[config.mk]
export PLATFORM = sky130hd
export DESIGN_NAME = qvt_cell
export DESIGN_NICKNAME = d
export VERILOG_FILES = /design/src/rtl/core/qvt_pkg.sv /design/src/rtl/core/qvt_cell.sv
export SDC_FILE = /design/constraint.sdc
export NUM_CORES = 1
export LEC_CHECK = 0
export BUFFER_PORTS_ARGS = -buffer_cell sky130_fd_sc_hd__buf_2
export CAP_MARGIN = 20
export CORE_MARGIN = 1.5
export CORE_UTILIZATION = 45
export DETAILED_ROUTE_END_ITERATION = 10
export PLACE_DENSITY = 0.78
export SETUP_SLACK_MARGIN = 0.2
export SYNTH_ARGS = -nofsm -noshare
export SYNTH_HDL_FRONTEND = slang
export SYNTH_SLANG_ARGS = --single-unit
[constraint.sdc]
create_clock -name clk -period 4.9 [get_ports clk]
set_clock_uncertainty 0.2 [all_clocks]
set_input_delay 0 -clock clk [delete_from_list [all_inputs] [get_ports clk]]
set_output_delay 0 -clock clk [all_outputs]
set_load 0.02 [all_outputs]
[src/rtl/core/qvt_pkg.sv]
// ----------------------------------------------------------------------------
// qvt_pkg: shared types and constants of the quorum vote tracker
// Field widths, function and status codes, register indexes and beat types.
// ----------------------------------------------------------------------------
package qvt_pkg;

  localparam int unsigned MAX_MEMBERS = 5;
  localparam int unsigned ADDR_W = 48;
  localparam int unsigned TS_W = 63;
  localparam int unsigned VER_W = 64;
  localparam int unsigned CNT_W = 3;
  localparam int unsigned CFG_W = 64;
  localparam int unsigned CFG_IDX_W = 3;

  // function codes
  localparam logic [1:0] FUNC_PREPARE = 2'd0;
  localparam logic [1:0] FUNC_ACCEPT = 2'd1;
  localparam logic [1:0] FUNC_CLEAR = 2'd2;

  // vote status codes
  localparam logic [2:0] ST_BELOW = 3'd0;
  localparam logic [2:0] ST_EXACT = 3'd1;
  localparam logic [2:0] ST_OVER = 3'd2;
  localparam logic [2:0] ST_NOT_MEMBER = 3'd3;
  localparam logic [2:0] ST_CLEARED = 3'd4;

  // register indexes
  localparam logic [CFG_IDX_W-1:0] REG_REPLICA_COUNT = 3'd0;
  localparam logic [CFG_IDX_W-1:0] REG_MEMBER_ADDR_0 = 3'd1;
  localparam logic [CFG_IDX_W-1:0] REG_CURRENT_VERSION = 3'd6;

  typedef struct packed {
    logic [1:0] func;
    logic [ADDR_W-1:0] sender_addr;
    logic [TS_W-1:0] lease_start_ts;
    logic [TS_W-1:0] lease_interval;
    logic [VER_W-1:0] response_version;
  } in_beat_t;

  typedef struct packed {
    logic [2:0] vote_status;
    logic [TS_W-1:0] majority_promised_ts;
    logic synced_with_majority;
  } out_beat_t;

  // command broadcast from the controller to every member cell
  typedef struct packed {
    logic clear;
    logic prep;
    logic acc;
    logic [TS_W-1:0] ts;
    logic [VER_W-1:0] ver;
  } cell_cmd_t;

endpackage

[src/rtl/core/qvt_cell.sv]
// ----------------------------------------------------------------------------
// qvt_cell: one member slot of the vote tracker chain
// Holds the slot's address, ok bit, promised timestamp and version. Match
// claims pass down the chain (lowest active matching slot wins); counts are
// accumulated cell to cell.
// ----------------------------------------------------------------------------
module qvt_cell
  import qvt_pkg::*;
(
  input  logic clk,
  input  logic rst_n,
  input  logic addr_we,
  input  logic [ADDR_W-1:0] addr_wdata,
  input  logic active,
  input  logic [ADDR_W-1:0] sender,
  input  logic claim_in,
  output logic claim_out,
  output logic hit,
  input  logic update,
  input  cell_cmd_t cmd,
  input  logic [VER_W-1:0] cur_ver,
  input  logic [CNT_W-1:0] ok_cnt_in,
  input  logic [CNT_W-1:0] ts_cnt_in,
  input  logic [CNT_W-1:0] ver_cnt_in,
  output logic [CNT_W-1:0] ok_cnt_out,
  output logic [CNT_W-1:0] ts_cnt_out,
  output logic [CNT_W-1:0] ver_cnt_out,
  output logic [TS_W-1:0] ts_val
);

  logic [ADDR_W-1:0] addr_r;
  logic ok_r;
  logic [TS_W-1:0] ts_r;
  logic [VER_W-1:0] ver_r;

  // match and claim chain
  assign hit = active && !claim_in && (addr_r == sender);
  assign claim_out = claim_in || hit;

  // count chain over active slots
  assign ok_cnt_out = ok_cnt_in + CNT_W'(active && ok_r);
  assign ts_cnt_out = ts_cnt_in + CNT_W'(active && (ts_r != '0));
  assign ver_cnt_out = ver_cnt_in + CNT_W'(active && (ver_r == cur_ver));
  assign ts_val = ts_r;

  always_ff @(posedge clk) begin
    if (!rst_n) begin
      addr_r <= '0;
      ok_r <= 1'b0;
      ts_r <= '0;
      ver_r <= '0;
    end else begin
      if (addr_we) begin
        addr_r <= addr_wdata;
      end
      if (update && cmd.clear) begin
        ok_r <= 1'b0;
        ts_r <= '0;
      end else if (update && hit) begin
        if (cmd.prep) begin
          ok_r <= 1'b1;
        end
        if (cmd.acc) begin
          if (cmd.ts > ts_r) ts_r <= cmd.ts;
          if (cmd.ver > ver_r) ver_r <= cmd.ver;
        end
      end
    end
  end

endmodule

==> flow_summary.json <==
{
  "yosys_warnings": 0,
  "worst_slew_margin_rel_pct": 36.1,
  "syn-num-nets": 1922,
  "setup_slack_ns": 1.42,
  "worst_ep_required_time_ns": 4.70,
  "max_freq_ghz": 0.287,
  "place.gp.congestion": 0.899,
  "grt_pass1_wl_um": 67000,
  "cts_tree": "built",
  "setup_viol": 0,
  "post-dp-hpwl_um": 31400,
  "synthFlopType": "dfxtp_1",
  "area_growth_pct": 38.4,
  "grt_pass1_vias": 13100,
  "drtIter0Drc": 1146,
  "worstPathArrival_ns": 3.28,
  "fill_cells": 2171,
  "die_y_um": 169,
  "die_w_um": 169,
  "synth_top_area_share_pct": 28.4,
  "status": "completed",
  "dp_slack_ns": 1.50,
  "rows": 60,
  "synth-seq-cells": 176,
  "clock_sinks": 176,
  "use_met3_pct": 6.24,
  "numCtsBuffers": 17,
  "period_minus_slack_ns": 3.48,
  "seq_area_frac_synth_pct": 28.4,
  "drc": 0,
  "total_power_mw": 3.60,
  "finalHoldViolations": 0,
  "drv_slew": 0,
  "drv_cap": 0,
  "start_kind": "flop",
  "avgSynthCellArea_sq_um": 8.36,
  "placed_cells": 2124,
  "worstSkewPairLatency_ns": 0.43,
  "path_max_fanout": 3,
  "port_buffers": 378,
  "drive_above_1_share_pct": 21.3,
  "synth-edff-count": 0,
  "end_kind": "primary output",
  "rsz0062_at_grt": "false",
  "async_flop_share_pct": 0,
  "min_path_type": "in2reg",
  "ios": 379,
  "synthCells": 1484,
  "crit_type": "reg2out",
  "met1_usage_pct": 33.3,
  "core_area_sq_mm": 0.0270,
  "h-tree-depth": 4,
  "power_leakage_nw": 7.05,
  "timing.hold.ws_ns": 0.0280,
  "antenna_found_initial": 7,
  "clk_pin_slew_ns": 0.08,
  "ant_nets": 0,
  "syn-cell-area_sq_mm": 0.0124,
  "r2r_slack_ns": 1.44,
  "die-area_sq_mm": 0.0286,
  "globalRouteMet2Util_pct": 52.4,
  "initial_utilization_pct": 45.9,
  "hold_buffers": 208,
  "root_buffer": "clkbuf_16",
  "final_cells": 2372,
  "ir_drop_v": 0.000203,
  "power_per_cell_area_mw_per_mm2": 210,
  "worstMarginPinSlew_ns": 0.959,
  "fin_crit_sh_pct": 71.1,
  "dr.pass1.iters": 5,
  "post_drt_via_cell_ratio": 5.70,
  "final_nets": 2452,
  "synth_cell_types": 55,
  "wirelength_um": 43900,
  "tns_ns": 0,
  "synth_area_leaders": "dfxtp_1 28%, ha_1 13%, mux2i_1 9.0%, nand2_1 6.7%, o2111ai_1 4.6%",
  "synth_top_area_cell": "dfxtp_1",
  "cts_setup_buffers": 0,
  "grt_start_max_net_pins": 129,
  "grt_overflow": 0,
  "clockBufferDepth": 2,
  "grt.busiest_layer": "met2",
  "gr-usage-all-layers_pct": 29.6,
  "post_drt_wl_per_cell_um": 18.5,
  "vias": 13500,
  "cts-resized-gates": 0
}
==> metal layers <==
metal  vias up  wire, um
li1       6414         -
met1      6343     17100
met2       626     21200
met3       138      3270
met4         4      2260
met5         -        25
==> power by group <==
group	internal, mW	switching, mW	leakage, nW	total, mW
clock network	0.746	0.688	0.295	1.43
registers	1.45	0.0189	1.43	1.47
logic	0.354	0.339	5.33	0.694
==> logic make-up (layout without fill, tap and decap cells) <==
kind of cell / Yosys count / count (layout) / share of synthesized area, %
and+or+nand+nor: 493 / 493 / 20.0
AOI/OAI and AO/OA: 253 / 253 / 15.1
buffers and inverters: 231 / 774 / 7.96
DFF: 176 / 176 / 28.4
adders and majority gates: 133 / 133 / 13.4
muxes: 111 / 111 / 8.96
xor gates and xnor gates: 87 / 87 / 6.14
other: 0 / 4 / 0
==> synthesized netlist by cell type, drive strengths merged (5+ instances only) <==
cell     number
nor3         15
or3          65
dfxtp       176
mux2i       111
a221oi        8
nand3        20
o2111ai      65
nand2       220
a211oi        7
o22ai        11
clkbuf       66
nand4        52
nor2b        56
nor4         30
nor2         16
o211ai       65
xor2         39
a21oi        46
o21ai        11
inv         142
ha          133
buf          23
xnor2        48
a21o         14
nand2b        5
==> state kept, by name (all words and copies together) (netlist names) <==
signal  flops
ver_r      64
ts_val     63
addr_r     48
ok_r        1
==> through the flow <==
stage / instance area, sq um / util (%)
finish: 17200 / 63.5
global route: 17200 / 63.5
CTS: 17100 / 63.3
detailed placement: 14400 / 53.3
global placement: 14400 / 53.3
floorplan: 12400 / -
==> final timing paths <==
kind	start	endpoint	depth (start not counted)
min reg2reg	ts_val[29]$_SDFFE_PP0P_	ts_val[29]$_SDFFE_PP0P_	2
max	ver_r[13]$_SDFFE_PN0P_	ver_cnt_out[2]	10
max reg2reg	ver_r[8]$_SDFFE_PN0P_	ver_r[17]$_SDFFE_PN0P_	10
min	rst_n	addr_r[5]$_SDFFE_PN0P_	2
==> critical path: stages (launching register included) <==
cell	delay, ns
dfxtp_1	0.34
xor2_1	0.23
nor4_1	0.45
nand4_1	0.14
nor4_1	0.23
nand4_1	0.16
nor4_1	0.51
ha_1	0.26
ha_1	0.21
xor2_1	0.14
buf_2	0.18
==> layout by cell type (no fill, tap or decap), types with 14 or more instances in the layout <==
cell type,n
buf_2,377
nand2_1,220
dlygate4sd3_1,211
dfxtp_1,176
inv_1,142
ha_1,133
mux2i_1,111
o2111ai_1,65
or3_1,65
o211ai_1,63
nor2b_1,56
nand4_1,52
xnor2_1,48
a21oi_1,45
xor2_1,39
nor4_1,30
nand3_1,20
clkbuf_16,17
nor2_1,16
nor3_1,14
a21o_1,14
==> area by class of cell <==
type | instances | area [sq um] | share of cell area, %
clock buffer | 18 | 439 | 2.56
sequential | 176 | 3520 | 20.5
clock inverter | 14 | 166 | 0.969
inverter | 142 | 533 | 3.10
antenna | 4 | 10.0 | 0.0583
tap | 341 | 427 | 2.49
timing repair buffer | 600 | 4150 | 24.2
multi-input combinational | 1077 | 7920 | 46.1
Note: power is estimated with default switching activity, not from simulation.
