<file path="src/rtl/core/qvt_pkg.sv">
// ----------------------------------------------------------------------------
// qvt_pkg: shared types and constants of the quorum vote tracker
// Field widths, function and status codes, register indexes and beat types.
// ----------------------------------------------------------------------------
package qvt_pkg;

  localparam int unsigned MAX_MEMBERS = 5;
  localparam int unsigned ADDR_W = 48;
  localparam int unsigned TS_W = 63;
  localparam int unsigned VER_W = 64;
  localparam int unsigned CNT_W = 3;
  localparam int unsigned CFG_W = 64;
  localparam int unsigned CFG_IDX_W = 3;

  // function codes
  localparam logic [1:0] FUNC_PREPARE = 2'd0;
  localparam logic [1:0] FUNC_ACCEPT = 2'd1;
  localparam logic [1:0] FUNC_CLEAR = 2'd2;

  // vote status codes
  localparam logic [2:0] ST_BELOW = 3'd0;
  localparam logic [2:0] ST_EXACT = 3'd1;
  localparam logic [2:0] ST_OVER = 3'd2;
  localparam logic [2:0] ST_NOT_MEMBER = 3'd3;
  localparam logic [2:0] ST_CLEARED = 3'd4;

  // register indexes
  localparam logic [CFG_IDX_W-1:0] REG_REPLICA_COUNT = 3'd0;
  localparam logic [CFG_IDX_W-1:0] REG_MEMBER_ADDR_0 = 3'd1;
  localparam logic [CFG_IDX_W-1:0] REG_CURRENT_VERSION = 3'd6;

  typedef struct packed {
    logic [1:0] func;
    logic [ADDR_W-1:0] sender_addr;
    logic [TS_W-1:0] lease_start_ts;
    logic [TS_W-1:0] lease_interval;
    logic [VER_W-1:0] response_version;
  } in_beat_t;

  typedef struct packed {
    logic [2:0] vote_status;
    logic [TS_W-1:0] majority_promised_ts;
    logic synced_with_majority;
  } out_beat_t;

  // command broadcast from the controller to every member cell
  typedef struct packed {
    logic clear;
    logic prep;
    logic acc;
    logic [TS_W-1:0] ts;
    logic [VER_W-1:0] ver;
  } cell_cmd_t;

endpackage

</file>
<file path="src/rtl/core/qvt_rank.sv">
// ----------------------------------------------------------------------------
// qvt_rank: majority-th largest timestamp over the active slots
// Each slot's rank (how many active slots beat it, ties by slot) is found by
// a compare net, registered, then the slot at the majority rank is picked.
// ----------------------------------------------------------------------------
module qvt_rank
  import qvt_pkg::*;
(
  input  logic clk,
  input  logic [MAX_MEMBERS-1:0] active,
  input  logic [TS_W-1:0] ts [MAX_MEMBERS],
  input  logic [CNT_W-1:0] sel_rank,
  output logic [TS_W-1:0] result
);

  logic [CNT_W-1:0] rank_r [MAX_MEMBERS];
  logic [TS_W-1:0] ts_r [MAX_MEMBERS];
  logic [MAX_MEMBERS-1:0] act_r;

  // rank stage
  always_ff @(posedge clk) begin
    for (int i = 0; i < MAX_MEMBERS; i++) begin
      logic [CNT_W-1:0] r;
      r = '0;
      for (int j = 0; j < MAX_MEMBERS; j++) begin
        if (j != i && active[j] &&
            ((ts[j] > ts[i]) || ((ts[j] == ts[i]) && (j < i)))) begin
          r = r + 1'b1;
        end
      end
      rank_r[i] <= r;
      ts_r[i] <= ts[i];
    end
    act_r <= active;
  end

  // pick stage
  always_comb begin
    result = '0;
    for (int i = 0; i < MAX_MEMBERS; i++) begin
      if (act_r[i] && rank_r[i] == sel_rank) result = ts_r[i];
    end
  end

endmodule

</file>
<file path="config.mk">
export PLATFORM = sky130hd
export DESIGN_NAME = qvt_rank
export DESIGN_NICKNAME = d
export VERILOG_FILES = /design/src/rtl/core/qvt_pkg.sv /design/src/rtl/core/qvt_rank.sv
export SDC_FILE = /design/constraint.sdc
export NUM_CORES = 1
export LEC_CHECK = 0
export BUFFER_PORTS_ARGS = -buffer_cell sky130_fd_sc_hd__buf_2
export CAP_MARGIN = 5
export CORE_MARGIN = 10
export CORE_UTILIZATION = 53
export CTS_CLUSTER_SIZE = 14
export DETAILED_ROUTE_END_ITERATION = 10
export PLACE_DENSITY = 0.78
export SLEW_MARGIN = 20
export SYNTH_ARGS = -nofsm -noshare
export SYNTH_HDL_FRONTEND = slang
export SYNTH_SLANG_ARGS = --single-unit
</file>
<file path="constraint.sdc">
create_clock -name clk -period 3 [get_ports clk]
set_input_delay 0.15 -clock clk [delete_from_list [all_inputs] [get_ports clk]]
set_output_delay 0.15 -clock clk [all_outputs]
set_load 0.1 [all_outputs]
</file>
==> impl_metrics.py, run 1 <==
metrics = {
    "global_routing": {
        "antenna_found_initial": 22,
        "grt_overflow": 0,
        "grt_pass1_wl_um": 172000,
        "grtUsageTotal_pct": 38.9,
        "grt_start_max_net_pins": 85,
        "first_global_vias": 30500,
    },
    "layout": {
        "seqCellArea_mm2": 0.00671,
        "nFillCells": 2463,
        "multi_input_area_mm2": 0.0174,
        "syn2layout_area_growth_pct": 57.5,
        "final_cell_mix": "buf_4, ha_1, dfxtp_1",
        "design_area_mm2": 0.0386,
        "layout-drive-gt1-share_pct": 31.5,
        "final_nets": 5052,
        "layout_commonest_cell": "buf_4",
        "post-route-util_pct": 84.6,
    },
    "sta": {
        "setup-violations-final": 6,
        "whs_ns": 0.237,
        "rsz0062_at_grt": "yes",
        "period_minus_slack_ns": 3.04,
        "hold_violations": 0,
        "fmax_ghz": 0.329,
        "fin_crit_sh_pct": 101,
        "maxSlewViolCount": 0,
        "finalSetupTns_ns": -0.124,
        "postLayoutSetupSlackWorst_ns": -0.0379,
        "tightest_slew_ns": 0.713,
        "max_slew_margin_pct": 52.4,
    },
    "floorplanning": {
        "rows": 78,
        "fp.dieH_um": 235,
        "initial_core_util_pct": 53.7,
        "fp.dieArea_mm2": 0.0552,
        "core_area_mm2": 0.0456,
        "dieWidth_um": 235,
        "io_pins": 387,
    },
    "route": {
        "dr_total_vias": 29200,
        "wl_um": 118000,
        "ant_nets": 0,
        "drcViolationCount": 0,
        "wl_per_cell_um": 24.9,
        "drtPass1Iterations": 6,
        "dr.first_iter.drc_count": 2887,
        "vias_per_cell": 6.18,
    },
    "synthesis": {
        "async_flop_share_pct": 0,
        "syn_avg_cell_area_um2": 8.97,
        "ys.flop_type": "dfxtp_1",
        "ys_types": 72,
        "synth_nets": 3700,
        "synth_seq_cells": 335,
        "synth_edf_count": 0,
        "netlist_area_mm2": 0.0245,
        "syn_inst": 2731,
        "yosys_warnings": 0,
        "yosysSeqAreaShare_pct": 27.4,
    },
    "worst_setup_path": {
        "critPathKind": "input pin to flop",
        "path_buf_inv": 4,
        "arrival_ns": 3.49,
        "critPathTopFamily": "compound AO/OA/AOI/OAI gates",
        "crit_path_max_incr_delay_ns": 0.52,
        "worstPathRequired_ns": 3.45,
        "crit_fanout": 5,
        "crit_path_top_delay_cell": "or3_1",
        "endpoint_kind": "flop",
        "critPathLaunchType": "input pin",
        "cp_cell_sequence": "buf_2 > inv_1 > buf_4 > ha_1 > nand4_1 > or3_1 > o221ai_1 > nand4_1 > a21oi_1 > buf_4 > o21ai_0 > o21ai_0 > ha_1 > a221o_1",
    },
    "worst_hold_path": {
        "hold_path_depth": 2,
        "hold_class": "input pin to flop",
        "min_to": "ts_r[0][118]",
        "hp-start": "ts[244]",
    },
    "cts": {
        "h-tree-depth": 2,
        "cts_tree": "yes",
        "numClockSinks": 335,
        "path_clk_slew_ns": 0.07,
        "clockRootBuffer": "clkbuf_16",
        "clock_path_buffers": 3,
        "cts-buffers-inserted": 39,
    },
    "power_and_ir_drop": {
        "p_leak_nw": 19.9,
        "p_per_area_mw_per_mm2": 478,
        "peakVddDrop_v": 0.000738,
        "total_power_w": 0.0184,
    },
    "placed_design": {
        "dpl_cell_area_mm2": 0.0331,
        "place_congestion": 1.03,
        "port_buffers": 386,
        "hpwl_um": 82000,
    },
    "run_status": {
        "status": "complete, but fails checks",
        "failed_checks": "setup timing",
    },
    "flow_run": {
        "maxCapViolations": 0,
    },
}
==> per-layer routing <==
layer | GRT usage [%] | routed length (um)
met5 | 0 | 83
met2 | 66.3 | 54800
met3 | 9.01 | 11400
met4 | 27.8 | 9740
met1 | 42.0 | 41600
==> power by group <==
part,internal [W],total (W),switching (W)
clock,0.00295,0.00509,0.00214
combinational,0.00349,0.00851,0.00502
sequential,0.00472,0.00482,0.000103
==> worst max-delay path by stage <==
stage,start,endpoint,cells after the start
2_1_floorplan,ts[128],rank_r[0][7],14
6_report,ts[138],rank_r[0][13],14
3_3_place_gp,ts[73],rank_r[0][11],18
4_1_cts,rank_r[0][4],result[2],9
5_1_grt,rank_r[0][4],result[12],10
3_5_place_dp,ts[168],rank_r[0][13],17
==> synth_stat cells (all sizes together) (14+ instances only) <==
master	count	area share, %
o211ai	14	0.43
o21a	22	0.67
nor4	21	0.61
ha	645	33
a211oi	82	2.6
a21o	182	5.6
inv	278	4.3
a22oi	63	1.9
o21ai	85	1.7
xnor2	18	0.64
a21oi	315	6.4
dfxtp	335	27
nor2	183	2.8
clkbuf	50	0.77
nor3	29	0.61
nand2	75	1.1
nand4	138	3.5
nand3	48	0.98
nor2b	24	0.61
==> flip-flops by register name, indices dropped and copies added, names as in the netlist <==
name / flops
act_r: 5
ts_r: 315
rank_r: 15
==> logic make-up (layout without fill, tap and decap cells) <==
logic type,after synthesis,count (layout),share of synthesized area [%]
AOI/OAI and AO/OA,816,816,21.3
xor gates and xnor gates,30,30,1.19
adders and majority gates,645,645,33.0
buffers and inverters,333,1714,5.12
DFF,335,335,27.4
muxes,7,7,0.301
other,0,18,0
and+or+nand+nor,565,565,11.8
==> through the flow <==
stage                     setup slack, ns  std cells
final                             -0.0379       4730
after global routing               -0.152       4720
after CTS                         0.00194       4693
after detailed placement           -0.863       4303
after global placement             -0.723       4303
after floorplan                    0.0171       2731
==> final cells by class <==
class / count / area share [%]
Multi-Input combinational cell: 2063 / 45.2
Timing Repair Buffer: 1366 / 29.2
Sequential cell: 335 / 17.4
Clock buffer: 52 / 2.87
Inverter: 278 / 2.71
Tap cell: 600 / 1.95
Clock inverter: 18 / 0.539
Antenna cell: 18 / 0.117
==> timing repair <==
action                                 in CTS  in global routing
setup endpoints to repair                   8                 44
hold buffers                              320                  4
endpoints found under the hold margin     325                  4
resized for setup                           7                128
setup buffers                               0                 16
cloned                                      0                  3
pin swaps                                   1                 39
Power figures use the tool's default switching activity.
==> run 2, diff against run 1 <==
--- a/config.mk
+++ b/config.mk
@@ -8,7 +8,7 @@
 export BUFFER_PORTS_ARGS = -buffer_cell sky130_fd_sc_hd__buf_2
 export CAP_MARGIN = 5
 export CORE_MARGIN = 10
-export CORE_UTILIZATION = 53
+export CORE_UTILIZATION = 55
 export CTS_CLUSTER_SIZE = 14
 export DETAILED_ROUTE_END_ITERATION = 10
 export PLACE_DENSITY = 0.78
==> constraint.sdc (replaced) <==
create_clock -name clk -period 3.9 [get_ports clk]
set_input_delay 0.195 -clock clk [delete_from_list [all_inputs] [get_ports clk]]
set_output_delay 0.195 -clock clk [all_outputs]
set_load 0.1 [all_outputs]
==> run 2 against run 1 <==
Net effect:
- the run now ends clean
- via count is 13% lower
- sequential share of layout area up 3.6 points
- setup slack better by 0.22 ns
- global-route usage decreased by 3.0 points
- critical endpoint is now rank_r[0][7]
==> impl_metrics.py, run 2 (same netlist as run 1, synthesis figures left out) <==
metrics = {
    "run_status": {
        "status": "completed",
    },
    "route": {
        "drtPass1Iterations": 8,
        "vias_per_cell": 6.19,
        "dr_total_vias": 25400,
        "wl_um": 98700,
        "ant_nets": 0,
        "drcViolationCount": 0,
        "wl_per_cell_um": 24.1,
        "dr.first_iter.drc_count": 2220,
    },
    "global_routing": {
        "antenna_found_initial": 12,
        "grtUsageTotal_pct": 36.0,
        "grt_start_max_net_pins": 101,
        "first_global_vias": 26900,
        "grt_pass1_wl_um": 152000,
        "grt_overflow": 0,
    },
    "worst_hold_path": {
        "hold_class": "input pin to flop",
    },
    "cts": {
        "clock_path_buffers": 3,
        "cts_tree": "yes",
        "cts-buffers-inserted": 37,
        "clockRootBuffer": "clkbuf_16",
        "h-tree-depth": 2,
        "path_clk_slew_ns": 0.06,
        "post_cts_buffers": 0,
        "numClockSinks": 335,
    },
    "layout": {
        "multi_input_area_mm2": 0.0166,
        "top_regs": "ts_r: 315 flops, rank_r: 15 flops, act_r: 5 flops",
        "layout-drive-gt1-share_pct": 14.7,
        "final_nets": 4431,
        "syn2layout_area_growth_pct": 30.4,
        "layout_commonest_cell": "ha_1",
        "final_cell_mix": "ha_1, buf_2, dfxtp_1",
        "nFillCells": 3244,
        "design_area_mm2": 0.0319,
        "regMostFlops": "ts_r",
        "largest_reg_flops": 315,
        "seqCellArea_mm2": 0.00671,
    },
    "placed_design": {
        "port_buffers": 386,
        "dpl_cell_area_mm2": 0.0274,
        "place_congestion": 1.01,
        "hpwl_um": 71600,
        "pre_cts_slack_ns": 0.0485,
    },
    "sta": {
        "setup-violations-final": 0,
        "max_slew_margin_pct": 46.0,
        "tightest_slew_ns": 0.801,
        "hold_violations": 0,
        "fmax_ghz": 0.269,
        "rsz0062_at_grt": "no",
        "period_minus_slack_ns": 3.72,
        "postLayoutSetupSlackWorst_ns": 0.179,
        "whs_ns": 0.300,
        "maxSlewViolCount": 0,
        "fin_crit_sh_pct": 95.4,
        "finalSetupTns_ns": 0,
    },
    "flow_run": {
        "maxCapViolations": 0,
    },
    "floorplanning": {
        "initial_core_util_pct": 55.5,
        "dieWidth_um": 231,
        "fp.dieArea_mm2": 0.0534,
        "rows": 77,
        "io_pins": 387,
        "fp.dieH_um": 231,
        "core_area_mm2": 0.0441,
    },
    "worst_setup_path": {
        "arrival_ns": 4.18,
        "endpoint_kind": "flop",
        "critPathLaunchType": "input pin",
        "crit_fanout": 4,
        "worstPathRequired_ns": 4.36,
        "critPathKind": "input pin to flop",
    },
    "power_and_ir_drop": {
        "peakVddDrop_v": 0.000455,
        "total_power_w": 0.0123,
        "p_per_area_mw_per_mm2": 385,
        "p_leak_nw": 16.5,
    },
}
## run 2: power breakdown
group / leakage, nW / internal [W] / switching [W]
Sequential: 2.82 / 0.00363 / 0.0000732
Clock: 0.626 / 0.00226 / 0.00152
Combinational: 13.0 / 0.00148 / 0.00334
Total: 16.5 / 0.00737 / 0.00494
## run 2: metrics by stage
step           util [%]  instances
2_1_floorplan         -       2731
3_3_place_gp       62.0       3695
3_5_place_dp       62.0       3695
4_1_cts            72.2       4078
5_1_grt            72.3       4090
6_report           72.4       4096
## run 2: per-layer routing
metal	vias up	part of all wire, %	GRT usage, %	routed length (um)
li1	11600	-	-	-
met1	12000	38	40.3	37400
met2	1323	47	61.6	46800
met3	435	8.1	7.92	7970
met4	0	6.7	21.9	6610
met5	-	0	0	0
## run 2: layout make-up
class	count	area share, %
multi-input combinational	2063	51.9
sequential	335	21.0
timing repair buffer	747	17.3
inverter	278	3.27
clock buffer	47	3.20
tap	592	2.32
clock inverter	16	0.811
antenna	18	0.141
## run 2: repair_timing
action | 4_1_cts | 5_1_grt
hold endpoints to repair | 321 | 0
endpoints found under the setup margin | 0 | 9
gates resized for setup | 0 | 9
hold buffers | 320 | 0
## run 2: path summary, 6_finish.rpt
check,slack [ns],startpoint,endpoint,depth (start not counted)
max,0.18,ts[174],rank_r[0][7],16
min,0.30,ts[252],ts_r[0][0],2
## run 2: worst max-delay path, stage by stage
cell and delay [ns]:
dlygate4sd3_1 0.54, buf_2 0.15, inv_1 0.14, ha_1 0.27, a21o_1 0.16, a21o_1 0.17, a211oi_1 0.22, o21ai_0 0.12
o211ai_1 0.25, o211ai_1 0.23, a211o_1 0.43, o21a_1 0.21, ha_1 0.30, xor2_1 0.25, ha_1 0.28, mux2_2 0.25
